[src/hdl/wfd_pkg.sv]
`default_nettype none
// ----------------------------------------------------------------------------
// wfd_pkg
// Field kind codes, widths and helper functions for the wire field decoder.
// ----------------------------------------------------------------------------
package wfd_pkg;

    localparam int unsigned KIND_W  = 3;
    localparam int unsigned BYTE_W  = 8;
    localparam int unsigned VALUE_W = 32;
    localparam int unsigned COUNT_W = 4;

    typedef logic [KIND_W-1:0]  t_kind;
    typedef logic [BYTE_W-1:0]  t_byte;
    typedef logic [VALUE_W-1:0] t_value;
    typedef logic [COUNT_W-1:0] t_count;

    localparam t_kind KIND_U8       = 3'd0;
    localparam t_kind KIND_U16      = 3'd1;
    localparam t_kind KIND_U32      = 3'd2;
    localparam t_kind KIND_VARUINT  = 3'd3;
    localparam t_kind KIND_VARINT   = 3'd4;
    localparam t_kind KIND_VARFLOAT = 3'd5;

    localparam t_byte  CONT_BIT   = 8'h80;
    localparam t_byte  GROUP_MASK = 8'h7f;
    localparam t_count COUNT_MAX  = 4'd15;
    localparam t_count VARINT_MAX = 4'd5;

    // Places one byte of a little-endian fixed-width field; bytes past the
    // fourth contribute nothing.
    function automatic t_value fixed_part(input t_count idx, input t_byte b);
        t_value part;
        begin
            part = '0;
            case (idx)
                4'd0:    part = {24'd0, b};
                4'd1:    part = {16'd0, b, 8'd0};
                4'd2:    part = {8'd0, b, 16'd0};
                4'd3:    part = {b, 24'd0};
                default: part = '0;
            endcase
            fixed_part = part;
        end
    endfunction

    // Places one seven-bit group of a varint; bits above bit 31 are dropped.
    function automatic t_value varint_part(input t_count idx, input t_byte b);
        t_value grp;
        t_value part;
        begin
            grp  = {24'd0, b & GROUP_MASK};
            part = '0;
            case (idx)
                4'd0:    part = grp;
                4'd1:    part = grp << 7;
                4'd2:    part = grp << 14;
                4'd3:    part = grp << 21;
                4'd4:    part = grp << 28;
                default: part = '0;
            endcase
            varint_part = part;
        end
    endfunction

    function automatic t_value zigzag_decode(input t_value v);
        begin
            zigzag_decode = {VALUE_W{v[0]}} ^ {1'b0, v[VALUE_W-1:1]};
        end
    endfunction

    function automatic t_value byte_swap(input t_value v);
        begin
            byte_swap = {v[7:0], v[15:8], v[23:16], v[31:24]};
        end
    endfunction

endpackage
`default_nettype wire

[src/hdl/wire_field_decoder.sv]
`default_nettype none
// ----------------------------------------------------------------------------
// wire_field_decoder
// Byte-serial decoder for tagged u8, u16, u32, varuint, varint and varfloat
// fields, emitting one decoded word per completed field.
// ----------------------------------------------------------------------------
// Usage:
// The input channel (i_valid, o_stall) carries one message byte per word,
// tagged with its field kind in i_op; the kind is only looked at on the first
// byte of a field. The output channel (o_valid, i_stall) carries one word per
// completed field: the value, the latched kind, the byte count (saturating at
// fifteen) and a flag for varints longer than five bytes.
// A byte passes an input register and then a result register, so a field's
// result is offered once its last byte has passed the input register.
// One byte is accepted in every cycle while o_stall is low; the field state
// is a single 32-bit shift-or accumulator, updated once per byte.
// When the receiver stalls, the result register holds its word and the input
// register holds one further byte; o_stall then rises until the result is
// taken. Reset, synchronous and active low, empties both registers and
// abandons any partly decoded field.
// ----------------------------------------------------------------------------
module wire_field_decoder (
    input  wire logic            i_clk,
    input  wire logic            i_rst_n,
    input  wire logic            i_valid,
    output logic                 o_stall,
    input  wire wfd_pkg::t_kind  i_op,
    input  wire wfd_pkg::t_byte  i_data_byte,
    output logic                 o_valid,
    input  wire logic            i_stall,
    output wfd_pkg::t_value      o_value,
    output wfd_pkg::t_kind       o_field_kind,
    output wfd_pkg::t_count      o_byte_count,
    output logic                 o_overlong
);
    import wfd_pkg::*;

    logic   r_in_valid;
    t_kind  r_in_op;
    t_byte  r_in_byte;

    logic   r_in_field;
    t_value r_acc;
    t_count r_seen;
    t_kind  r_kind;

    logic   r_out_valid;
    t_value r_out_value;
    t_kind  r_out_kind;
    t_count r_out_count;
    logic   r_out_overlong;

    logic   out_free;
    logic   process;
    logic   in_take;
    t_kind  kind;
    t_value acc_base;
    t_count idx;
    t_count count;
    logic   varlen;
    logic   done;
    t_value n_acc;
    t_value value;

    assign out_free = !r_out_valid || !i_stall;
    assign process  = r_in_valid && out_free;
    assign o_stall  = r_in_valid && !out_free;
    assign in_take  = i_valid && !o_stall;

    always_comb begin
        kind     = r_in_field ? r_kind : r_in_op;
        acc_base = r_in_field ? r_acc : '0;
        idx      = r_in_field ? r_seen : '0;
        count    = (idx < COUNT_MAX) ? idx + 4'd1 : COUNT_MAX;
        varlen   = 1'b0;
        case (kind)
            KIND_U16: begin
                n_acc = acc_base | fixed_part(idx, r_in_byte);
                done  = (count >= 4'd2);
            end
            KIND_U32: begin
                n_acc = acc_base | fixed_part(idx, r_in_byte);
                done  = (count >= 4'd4);
            end
            KIND_VARUINT, KIND_VARINT, KIND_VARFLOAT: begin
                varlen = 1'b1;
                n_acc  = acc_base | varint_part(idx, r_in_byte);
                done   = ((r_in_byte & CONT_BIT) == 8'd0);
            end
            default: begin
                n_acc = {24'd0, r_in_byte};
                done  = 1'b1;
            end
        endcase
        case (kind)
            KIND_VARINT:   value = zigzag_decode(n_acc);
            KIND_VARFLOAT: value = byte_swap(zigzag_decode(n_acc));
            default:       value = n_acc;
        endcase
    end

    always_ff @(posedge i_clk) begin
        if (!i_rst_n) begin
            r_in_valid <= 1'b0;
        end else if (in_take) begin
            r_in_valid <= 1'b1;
        end else if (process) begin
            r_in_valid <= 1'b0;
        end
    end

    always_ff @(posedge i_clk) begin
        if (in_take) begin
            r_in_op   <= i_op;
            r_in_byte <= i_data_byte;
        end
    end

    always_ff @(posedge i_clk) begin
        if (!i_rst_n) begin
            r_in_field <= 1'b0;
            r_acc      <= '0;
            r_seen     <= '0;
            r_kind     <= '0;
        end else if (process) begin
            r_in_field <= !done;
            r_acc      <= n_acc;
            r_seen     <= count;
            r_kind     <= kind;
        end
    end

    always_ff @(posedge i_clk) begin
        if (!i_rst_n) begin
            r_out_valid <= 1'b0;
        end else if (out_free) begin
            r_out_valid <= process && done;
        end
    end

    always_ff @(posedge i_clk) begin
        if (process && done) begin
            r_out_value    <= value;
            r_out_kind     <= kind;
            r_out_count    <= count;
            r_out_overlong <= varlen && (count > VARINT_MAX);
        end
    end

    assign o_valid      = r_out_valid;
    assign o_value      = r_out_value;
    assign o_field_kind = r_out_kind;
    assign o_byte_count = r_out_count;
    assign o_overlong   = r_out_overlong;

    a_overlong_varint: assert property (@(posedge i_clk) disable iff (!i_rst_n)
        o_valid && o_overlong |-> (o_field_kind == KIND_VARUINT ||
            o_field_kind == KIND_VARINT || o_field_kind == KIND_VARFLOAT))
        else $error("overlong flag on a fixed-width field");

    a_u16_count: assert property (@(posedge i_clk) disable iff (!i_rst_n)
        o_valid && o_field_kind == KIND_U16 |-> o_byte_count == 4'd2)
        else $error("u16 field with wrong byte count");

    a_u32_count: assert property (@(posedge i_clk) disable iff (!i_rst_n)
        o_valid && o_field_kind == KIND_U32 |-> o_byte_count == 4'd4)
        else $error("u32 field with wrong byte count");

    a_single_byte: assert property (@(posedge i_clk) disable iff (!i_rst_n)
        o_valid && (o_field_kind == KIND_U8 || o_field_kind > KIND_VARFLOAT)
        |-> o_byte_count == 4'd1 && o_value[31:8] == 24'd0)
        else $error("single-byte field decoded wrongly");

    a_reset_empty: assert property (@(posedge i_clk)
        !i_rst_n |=> !o_valid && !o_stall)
        else $error("pipeline not empty after reset");

endmodule
`default_nettype wire
[config.mk]
export PLATFORM = sky130hd
export DESIGN_NAME = wire_field_decoder
export DESIGN_NICKNAME = d
export VERILOG_FILES = /design/src/hdl/wfd_pkg.sv /design/src/hdl/wire_field_decoder.sv
export SDC_FILE = /design/constraint.sdc
export NUM_CORES = 1
export LEC_CHECK = 0
export ABC_CLOCK_PERIOD_IN_PS = 5100
export BUFFER_PORTS_ARGS = -buffer_cell sky130_fd_sc_hd__buf_2
export CAP_MARGIN = 30
export CORE_ASPECT_RATIO = 1.1
export CORE_UTILIZATION = 38
export DETAILED_ROUTE_END_ITERATION = 10
export HOLD_SLACK_MARGIN = 0.06
export PLACE_DENSITY = 0.56
export SYNTH_ARGS = -nofsm -noshare
export SYNTH_HDL_FRONTEND = slang
export SYNTH_SLANG_ARGS = --single-unit
[constraint.sdc]
create_clock -name i_clk -period 5.1 [get_ports i_clk]
set_clock_uncertainty 0.1 [all_clocks]
set_input_delay 1.275 -clock i_clk [delete_from_list [all_inputs] [get_ports i_clk]]
set_output_delay 1.275 -clock i_clk [all_outputs]
set_load 0.005 [all_outputs]
==> flow_summary.yaml, run 1 <==
layout:
  drive_gt1_frac: 0.1623
  diodes: 0
  utilization: 0.4419
  area_delta_synth_final_pct: 11.85
  fin_nets: 698
logic_synthesis:
  synth.area.mux_share: 0.04985
  yosys.area_share.simple: 0.1692
  synthAdderAreaFrac: 0.008632
  avgSynthCellArea_sq_um: 8.839
  seq_area_frac_synth: 0.4091
  async_reset_ff_frac: 0
  synth_top_family_by_area: "compound AO/OA/AOI/OAI gates"
  synth_edf_count: 51
  syn-num-nets: 675
  synth_xor_xnor_area_share: 0.02719
  ys_seq_elements: 93
  synth_cells: 656
  synth_cell_types: 69
  syn_area_sq_um: 5798
  yosysWarnings: 0
  synth_compound_area_frac: 0.2861
  ys.flop_type: "edfxtp_1"
timing:
  timing.fmax_ghz: 0.2473
  finalMaxSlewViolations: 0
  fin_crit_ns: 4.044
  period_share: 0.7930
  finalSetupTns_ns: 0
  finalSetupViolCount: 0
  hold_viol_final: 0
  maxSlewHeadroom: 0.3550
  rsz0062_at_grt: "false"
  whs_ns: 0.3567
  worst_pin_slew_ns: 0.9640
setup_path:
  cp_slowest_cell: "dfxtp_1"
  critPathKind: "reg -> reg"
  cp-start-kind: "register"
  crit_family: "buffers and inverters"
  crit_path_max_incr_delay_ns: 0.69
  worstPathArrival_ns: 3.94
  crit_path_end_kind: "register"
  required_ns: 5.00
  cp_max_fo: 41
  critPathMostFrequentCell: "buf_4"
  cp_num_buf_inv: 3
  crit_chain: "buf_4 > nand2_1 > inv_1 > ha_1 > nor2_1 > a211oi_1 > o21ai_0 > a21oi_4 > buf_4"
route:
  drc_errors: 0
  ant_nets: 0
  vias: 5428
  postRouteWirelength_mm: 18.66
  via_per_inst: 6.196
  top_layer: "met4"
  drtIter0Drc: 605
  wl_per_cell_microns: 21.30
  dr_wl_met3_mm: 1.420
  dr_wl_met2_mm: 8.438
  drt-met1-wl_mm: 8.188
  firstDrtPassIters: 7
clock_network:
  post_cts_buffers: 0
  cts_hold_buf: 0
  clk_path_buf_depth: 2
  tritoncts: "built"
  cts_htree_levels: 3
  path_clk_slew_ns: 0.07
  clock_latency_ns: 0.36
  cts.repair.resized: 0
  cts_inserted_buffers: 9
  root_buffer: "clkbuf_16"
  clock_sinks: 93
floorplanning:
  start_util: 0.3951
  die_h_microns: 131.6
  die_w_microns: 119.8
  core_sq_um: 14680
  rows: 46
  ios: 57
  fp.dieArea_sq_um: 15760
pwr:
  leakagePower_uw: 0.002236
  powerDensity_nw_per_um2: 299.1
  peakVddDrop_mv: 0.1689
global_route:
  grt_max_degree: 43
  grt_use_total: 0.2410
  antenna_found_initial: 0
  grt_pass1_vias: 5080
  grt_first_pass_wirelength_mm: 29.32
  grt_overflow: 0
hold_path:
  hold_path_class: "reg -> reg"
placement:
  io_buffer_count: 56
  hpwlAfterDp_mm: 13.02
  gp_congestion: 0.9337
run_status:
  status: "completed"
run:
  maxCapViolations: 0
==> worst paths after layout <==
kind,slack [ns],start,cells after the start,end
min reg2reg,0.36,r_acc[8],2,r_acc[8]
max,1.06,r_in_field,9,o_value[6]
max reg2reg,1.06,r_in_field,9,o_value[6]
min,0.36,r_acc[8],2,r_acc[8]
==> layout make-up <==
class,count,area [sq um]
Clock buffer,10,229.0
Clock inverter,6,62.56
Fill cell,1452,8192
Inverter,14,55.05
Multi-Input combinational cell,494,3156
Sequential cell,93,2372
Tap cell,192,240.2
Timing Repair Buffer,67,370.4
==> kinds of logic (layout without fill, tap and decap cells) <==
kind of cell             Yosys count  in the layout
AO/OA/AOI/OAI                    237            237
AND/OR/NAND/NOR                  210            210
flip-flops                        93             93
buffers and inverters             69             97
multiplexers                      25             25
XOR/XNOR                          18             18
adder cells (fa/ha/maj)            4              4
==> layout by cell type, fill, tap and decap left out, types with 3 or more instances in the layout <==
| cell | n |
|---|---|
| nand2_1 | 71 |
| nor2_1 | 63 |
| buf_2 | 56 |
| edfxtp_1 | 51 |
| a21oi_1 | 45 |
| dfxtp_1 | 42 |
| o21ai_0 | 33 |
| nand3_1 | 25 |
| a211oi_1 | 23 |
| a22oi_1 | 21 |
| mux2i_1 | 21 |
| o22ai_1 | 19 |
| xnor2_1 | 18 |
| nor2b_1 | 14 |
| a2bb2oi_1 | 14 |
| a31oi_1 | 10 |
| o211ai_1 | 10 |
| buf_4 | 10 |
| inv_1 | 9 |
| a221oi_1 | 9 |
| clkbuf_16 | 9 |
| a22o_1 | 7 |
| a32oi_1 | 6 |
| nand4b_1 | 6 |
| and3_1 | 5 |
| nor3_1 | 5 |
| and2_1 | 5 |
| o21ai_1 | 5 |
| ha_1 | 4 |
| mux2i_4 | 3 |
| inv_2 | 3 |
| o21ai_2 | 3 |
| nand2_2 | 3 |
| o221ai_1 | 3 |
| or3_1 | 3 |
==> cells in the mapped netlist (7+ instances only) <==
| cell | instances | area share |
|---|---|---|
| nand2_1 | 71 | 0.046 |
| nor2_1 | 64 | 0.041 |
| edfxtp_1 | 51 | 0.26 |
| a21oi_1 | 46 | 0.040 |
| dfxtp_1 | 42 | 0.15 |
| clkbuf_1 | 39 | 0.025 |
| o21ai_0 | 33 | 0.028 |
| nand3_1 | 25 | 0.022 |
| a211oi_1 | 24 | 0.031 |
| a22oi_1 | 21 | 0.027 |
| mux2i_1 | 21 | 0.036 |
| o22ai_1 | 19 | 0.020 |
| xnor2_1 | 18 | 0.027 |
| a2bb2oi_1 | 14 | 0.021 |
| nor2b_1 | 14 | 0.015 |
| a31oi_1 | 10 | 0.011 |
| o211ai_1 | 10 | 0.013 |
| a221oi_1 | 9 | 0.014 |
| inv_1 | 9 | 0.0058 |
| a22o_1 | 7 | 0.011 |
| buf_2 | 7 | 0.0060 |
==> worst reg2reg max path: stages, from the launching register on <==
cell,delay [ns]
dfxtp_1,0.69
buf_4,0.47
nand2_1,0.23
inv_1,0.17
ha_1,0.46
nor2_1,0.10
a211oi_1,0.50
o21ai_0,0.27
a21oi_4,0.20
buf_4,0.45
==> flip-flops by register name, summed over array words and instances (netlist names) <==
register,count
r_seen,4
o_value,32
r_in_byte,8
o_overlong,1
r_in_valid,1
o_field_kind,3
r_in_op,3
o_byte_count,4
o_valid,1
r_acc,32
r_in_field,1
r_kind,3
==> layer usage <==
metal / up-vias / track usage
li1: 2525 / -
met1: 2536 / 0.3285
met4: 0 / 0.1194
met5: - / 0
met3: 52 / 0.04470
met2: 315 / 0.3626
==> per-stage QoR <==
step	setup WS [ns]	instances	power [uW]	cell area, sq um
3_5_place_dp	1.147	859	1267	6178
3_3_place_gp	1.212	859	1268	6178
4_1_cts	1.126	875	1947	6470
2_1_floorplan	0.02260	656	1155	5798
5_1_grt	0.7932	876	2024	6485
6_report	1.056	876	1940	6485
==> report_power, final <==
group,switching (uW),internal (uW)
combinational,247,132
sequential,42.6,839
clock,300,379
total,590,1350
No activity file was read; power rests on OpenSTA's default activity.
==> run 2: changes to the inputs <==
ABC_CLOCK_PERIOD_IN_PS = 3300   (was 5100)
clock period = 3.3 ns   (was 5.1 ns; I/O delays follow)
==> flow_summary.yaml, run 2 (synthesized netlist as in run 1, its figures left out) <==
timing:
  timing.fmax_ghz: 0.3218
  worst_pin_slew_ns: 0.8974
  finalMaxSlewViolations: 0
  postLayoutSetupSlackWorst_ns: 0.1928
  finalSetupViolCount: 0
  hold_viol_final: 0
  maxSlewHeadroom: 0.4017
  period_share: 0.9416
  finalSetupTns_ns: 0
  fin_crit_ns: 3.107
  rsz0062_at_grt: "false"
setup_path:
  critPathKind: "reg -> reg"
  cp_max_fo: 20
  worstPathArrival_ns: 3.11
  required_ns: 3.30
  crit_path_end_kind: "register"
  cp-start-kind: "register"
layout:
  register_area_sq_um: 2372
  final_cell_mix: "71 x nand2_1, 63 x nor2_1, 56 x buf_2, 51 x edfxtp_1, 45 x a21oi_1"
  diodes: 0
  area_delta_synth_final_pct: 15.75
  multi_input_area_sq_um: 3167
  fill_cells: 1455
  final_common_cell: "nand2_1"
  drive_gt1_frac: 0.2006
  fin_nets: 727
  fin_area_sq_um: 6711
run:
  maxCapViolations: 0
hold_path:
  hold_path_class: "reg -> reg"
placement:
  placed_cell_area_sq_um: 6421
  gp_congestion: 0.9241
  io_buffer_count: 56
  hpwlAfterDp_mm: 15.24
  post-place-ws_ns: 0.2412
pwr:
  combPwrFrac: 0.213
  switching_share: 0.3241
  internal_power_uw: 2052
  leakagePower_uw: 0.002365
  power.switching_uw: 984.2
  clock_power_share: 0.339
  powerDensity_nw_per_um2: 452.5
  peakVddDrop_mv: 0.3193
  seqPwrFrac: 0.448
global_route:
  grt_pass1_vias: 5400
  grt_use_total: 0.2757
  grt_max_degree: 43
  grt_overflow: 0
  antenna_found_initial: 0
  grt_first_pass_wirelength_mm: 32.85
run_status:
  status: "completed"
clock_network:
  path_clk_slew_ns: 0.07
  tritoncts: "built"
  clk_path_buf_depth: 2
  clock_latency_ns: 0.35
  cts_hold_buf: 0
  cts_inserted_buffers: 9
  cts_htree_levels: 3
  post_cts_buffers: 0
  root_buffer: "clkbuf_16"
  clock_sinks: 93
route:
  drc_errors: 0
  ant_nets: 0
  postRouteWirelength_mm: 21.24
  drtIter0Drc: 593
  firstDrtPassIters: 5
  via_per_inst: 6.194
  vias: 5606
  wl_per_cell_microns: 23.47
floorplanning:
  start_util: 0.3951
  rows: 46
  fp.dieArea_sq_um: 15760
  ios: 57
  die_w_microns: 119.8
  die_h_microns: 131.6
  core_sq_um: 14680
-- run 2: cell count changes in the layout (fill, tap and decap cells not counted), sizes merged --
| cell | change |
|---|---|
| clkinvlp | +2 |
| inv | +1 |
| bufinv | -1 |
| clkinv | -1 |
| clkbuf | -1 |
| buf | +29 |
-- run 2: repair_timing --
action                                  4_1_cts  5_1_grt
resized for setup                             0        1
endpoints found under the hold margin         0        0
endpoints found under the setup margin        0        1
-- run 2: per-layer routing --
| layer | vias up | part of all wire | track usage |
|---|---|---|---|
| met3 | 55 | 0.070 | 0.04948 |
| met2 | 297 | 0.46 | 0.4194 |
| met4 | 0 | 0.042 | 0.1458 |
| met1 | 2677 | 0.43 | 0.3694 |
| met5 | - | 0 | 0 |
| li1 | 2577 | - | - |
-- run 2: stage by stage --
stage / power (uW) / hold WS, ns / std cells / utilization
5_1_grt: 3155 / 0.3768 / 905 / 0.4573
3_5_place_dp: 2021 / 0.3467 / 889 / 0.4375
3_3_place_gp: 2023 / 0.3385 / 889 / 0.4375
6_report: 3037 / 0.3582 / 905 / 0.4573
2_1_floorplan: 1788 / 0.3273 / 656 / -
4_1_cts: 3050 / 0.3570 / 905 / 0.4569
-- run 2: final timing paths --
| kind | start | endpoint | slack (ns) | depth (start not counted) |
|---|---|---|---|---|
| max | r_in_field | o_value[13] | 0.19 | 9 |
| max reg2reg | r_in_field | o_value[13] | 0.19 | 9 |
| min reg2reg | r_acc[28] | r_acc[28] | 0.36 | 2 |
| min | r_acc[28] | r_acc[28] | 0.36 | 2 |
-- run 2: layout make-up --
cell class | instances | share of cell area
Sequential cell | 93 | 0.3535
Multi-Input combinational cell | 494 | 0.4718
Clock buffer | 9 | 0.03356
Tap cell | 192 | 0.03579
Clock inverter | 7 | 0.008762
Timing Repair Buffer | 96 | 0.08837
Inverter | 14 | 0.008203
-- run 2: worst max-delay path: stages, from the launching register on --
cell,delay [ns]
dfxtp_1,0.49
mux2i_4,0.29
buf_4,0.30
nor2_1,0.16
buf_4,0.21
nor2_1,0.50
o211a_1,0.37
mux2_2,0.20
xnor2_1,0.12
o22ai_1,0.11
-- run 2: power by group through the flow --
| stage | clock network, uW | registers (uW) | logic [uW] |
|---|---|---|---|
| floorplan | 0 | 1350 | 435 |
| finish | 1030 | 1360 | 648 |
| detailed placement | 0 | 1380 | 637 |
| global placement | 0 | 1380 | 639 |
| CTS | 1050 | 1360 | 639 |
| global route | 1090 | 1370 | 701 |
==> run 3: changes to the inputs <==
CELL_PAD_IN_SITES_DETAIL_PLACEMENT = 0   (was unset)
CELL_PAD_IN_SITES_GLOBAL_PLACEMENT = 2   (was unset)
CORE_UTILIZATION = 33   (was 38)
PLACE_DENSITY = 0.75   (was 0.56)
==> flow_summary.yaml, run 3 (synthesized netlist as in run 1, its figures left out) <==
timing:
  fin_crit_ns: 3.126
  hold_viol_final: 0
  finalSetupViolCount: 0
  finalSetupTns_ns: 0
  finalMaxSlewViolations: 0
  timing.fmax_ghz: 0.3199
  whs_ns: 0.3598
  rsz0062_at_grt: "false"
  period_share: 0.9471
  worst_pin_slew_ns: 0.9961
  maxSlewHeadroom: 0.3360
global_route:
  grt_first_pass_wirelength_mm: 33.21
  grt_max_degree: 41
  grt_use_total: 0.2470
  grt_pass1_vias: 5422
  grt_overflow: 0
  antenna_found_initial: 0
layout:
  final_common_cell: "nand2_1"
  drive_gt1_frac: 0.2028
  area_delta_synth_final_pct: 17.00
  final_cell_mix: "71 x nand2_1, 63 x nor2_1, 56 x buf_2, 51 x edfxtp_1, 45 x a21oi_1"
  diodes: 0
  fill_cells: 1761
  fin_nets: 729
setup_path:
  crit_chain: "buf_4 > mux2i_4 > inv_4 > a22o_1 > buf_4 > o21ai_0 > a22oi_1 > o22ai_1 > mux2i_1 > a21oi_1"
  crit_path_max_incr_delay_ns: 0.50
  r2r-start: "r_in_field"
  cp_slowest_cell: "dfxtp_1"
  critPathKind: "reg -> reg"
  required_ns: 3.36
  worstPathArrival_ns: 3.18
  cp-start-kind: "register"
  rr_endpoint: "o_value[2]"
  rr_worst_depth: 10
  critPathMostFrequentCell: "buf_4"
  crit_path_end_kind: "register"
  r2r_setup_slack_ns: 0.17
  cp_max_fo: 7
route:
  wl_per_cell_microns: 22.90
  ant_nets: 0
  drc_errors: 0
  vias: 5636
  dr_wl_met2_mm: 9.443
  drt-met1-wl_mm: 10.12
  drtIter0Drc: 589
  top_layer: "met4"
  dr_wl_met3_mm: 1.429
  firstDrtPassIters: 5
  postRouteWirelength_mm: 21.73
  via_per_inst: 5.939
clock_network:
  cts_hold_buf: 0
  cts_inserted_buffers: 9
  root_buffer: "clkbuf_16"
  clock_latency_ns: 0.35
  cts_htree_levels: 3
  tritoncts: "built"
  post_cts_buffers: 0
  clk_path_buf_depth: 2
  clock_sinks: 93
  path_clk_slew_ns: 0.07
hold_path:
  hold_path_class: "reg -> reg"
  hold_depth: 2
  hold_path_end: "r_acc[8]"
  min-delay-start: "r_acc[8]"
pwr:
  peakVddDrop_mv: 0.2857
  leakagePower_uw: 0.002391
  powerDensity_nw_per_um2: 455.0
  finalPower_uw: 3087
run:
  maxCapViolations: 0
floorplanning:
  core_sq_um: 17080
  die_h_microns: 141.0
  die_w_microns: 128.4
  ios: 57
  start_util: 0.3395
  rows: 50
  fp.dieArea_sq_um: 18100
placement:
  gp_congestion: 0.8836
  io_buffer_count: 56
  hpwlAfterDp_mm: 15.23
run_status:
  status: "completed"
[run 3: what timing repair did]
action,CTS,global route
hold endpoints to repair,0,0
setup endpoints to repair,0,1
gates resized for setup,0,1
[run 3: area by class of cell]
class / instances / area, sq um / share of cell area
Timing Repair Buffer: 98 / 608.1 / 0.08963
Inverter: 14 / 55.05 / 0.008115
Tap cell: 234 / 292.8 / 0.04316
Sequential cell: 93 / 2372 / 0.3497
Clock buffer: 9 / 225.2 / 0.03320
Clock inverter: 7 / 65.06 / 0.009591
Multi-Input combinational cell: 494 / 3166 / 0.4666
[run 3: how the worst max path moves through the flow]
stage / cells past startpoint / slack (ns) / end / start
floorplan: 13 / 0.02 / o_byte_count[0] / r_in_field
global placement: 10 / 0.17 / o_value[17] / r_in_field
detailed placement: 10 / 0.16 / o_value[17] / r_in_field
CTS: 10 / 0.15 / o_value[17] / r_in_field
global route: 10 / 0.04 / o_value[22] / r_in_field
finish: 10 / 0.17 / o_value[2] / r_in_field
[run 3: per-stage QoR]
step	cells	util	setup slack (ns)	cell area [sq um]
2_1_floorplan	656	-	0.02089	5823
3_3_place_gp	933	0.3799	0.1741	6489
3_5_place_dp	933	0.3799	0.1625	6489
4_1_cts	949	0.3969	0.1506	6779
5_1_grt	949	0.3972	0.03552	6784
6_report	949	0.3972	0.1744	6784
[run 3: layer usage]
metal,GRT usage,vias to the layer above
met2,0.3698,271
met1,0.3518,2720
met4,0.1084,0
met3,0.03416,56
met5,0,-
li1,-,2589
[run 3: report_power, final]
part | leakage [uW] | internal (uW) | total (uW) | switching [uW]
combinational | 0.00143 | 241 | 667 | 426
clock | 0.000143 | 584 | 1060 | 476
sequential | 0.000822 | 1300 | 1360 | 63.6
[run 3: critical path: cells and delay by family, from the launching register on]
| kind | cells | cell delay, ns |
|---|---|---|
| AOI/OAI and AO/OA | 5 | 1.38 |
| buffers and inverters | 3 | 0.51 |
| DFF | 1 | 0.50 |
| muxes | 2 | 0.44 |
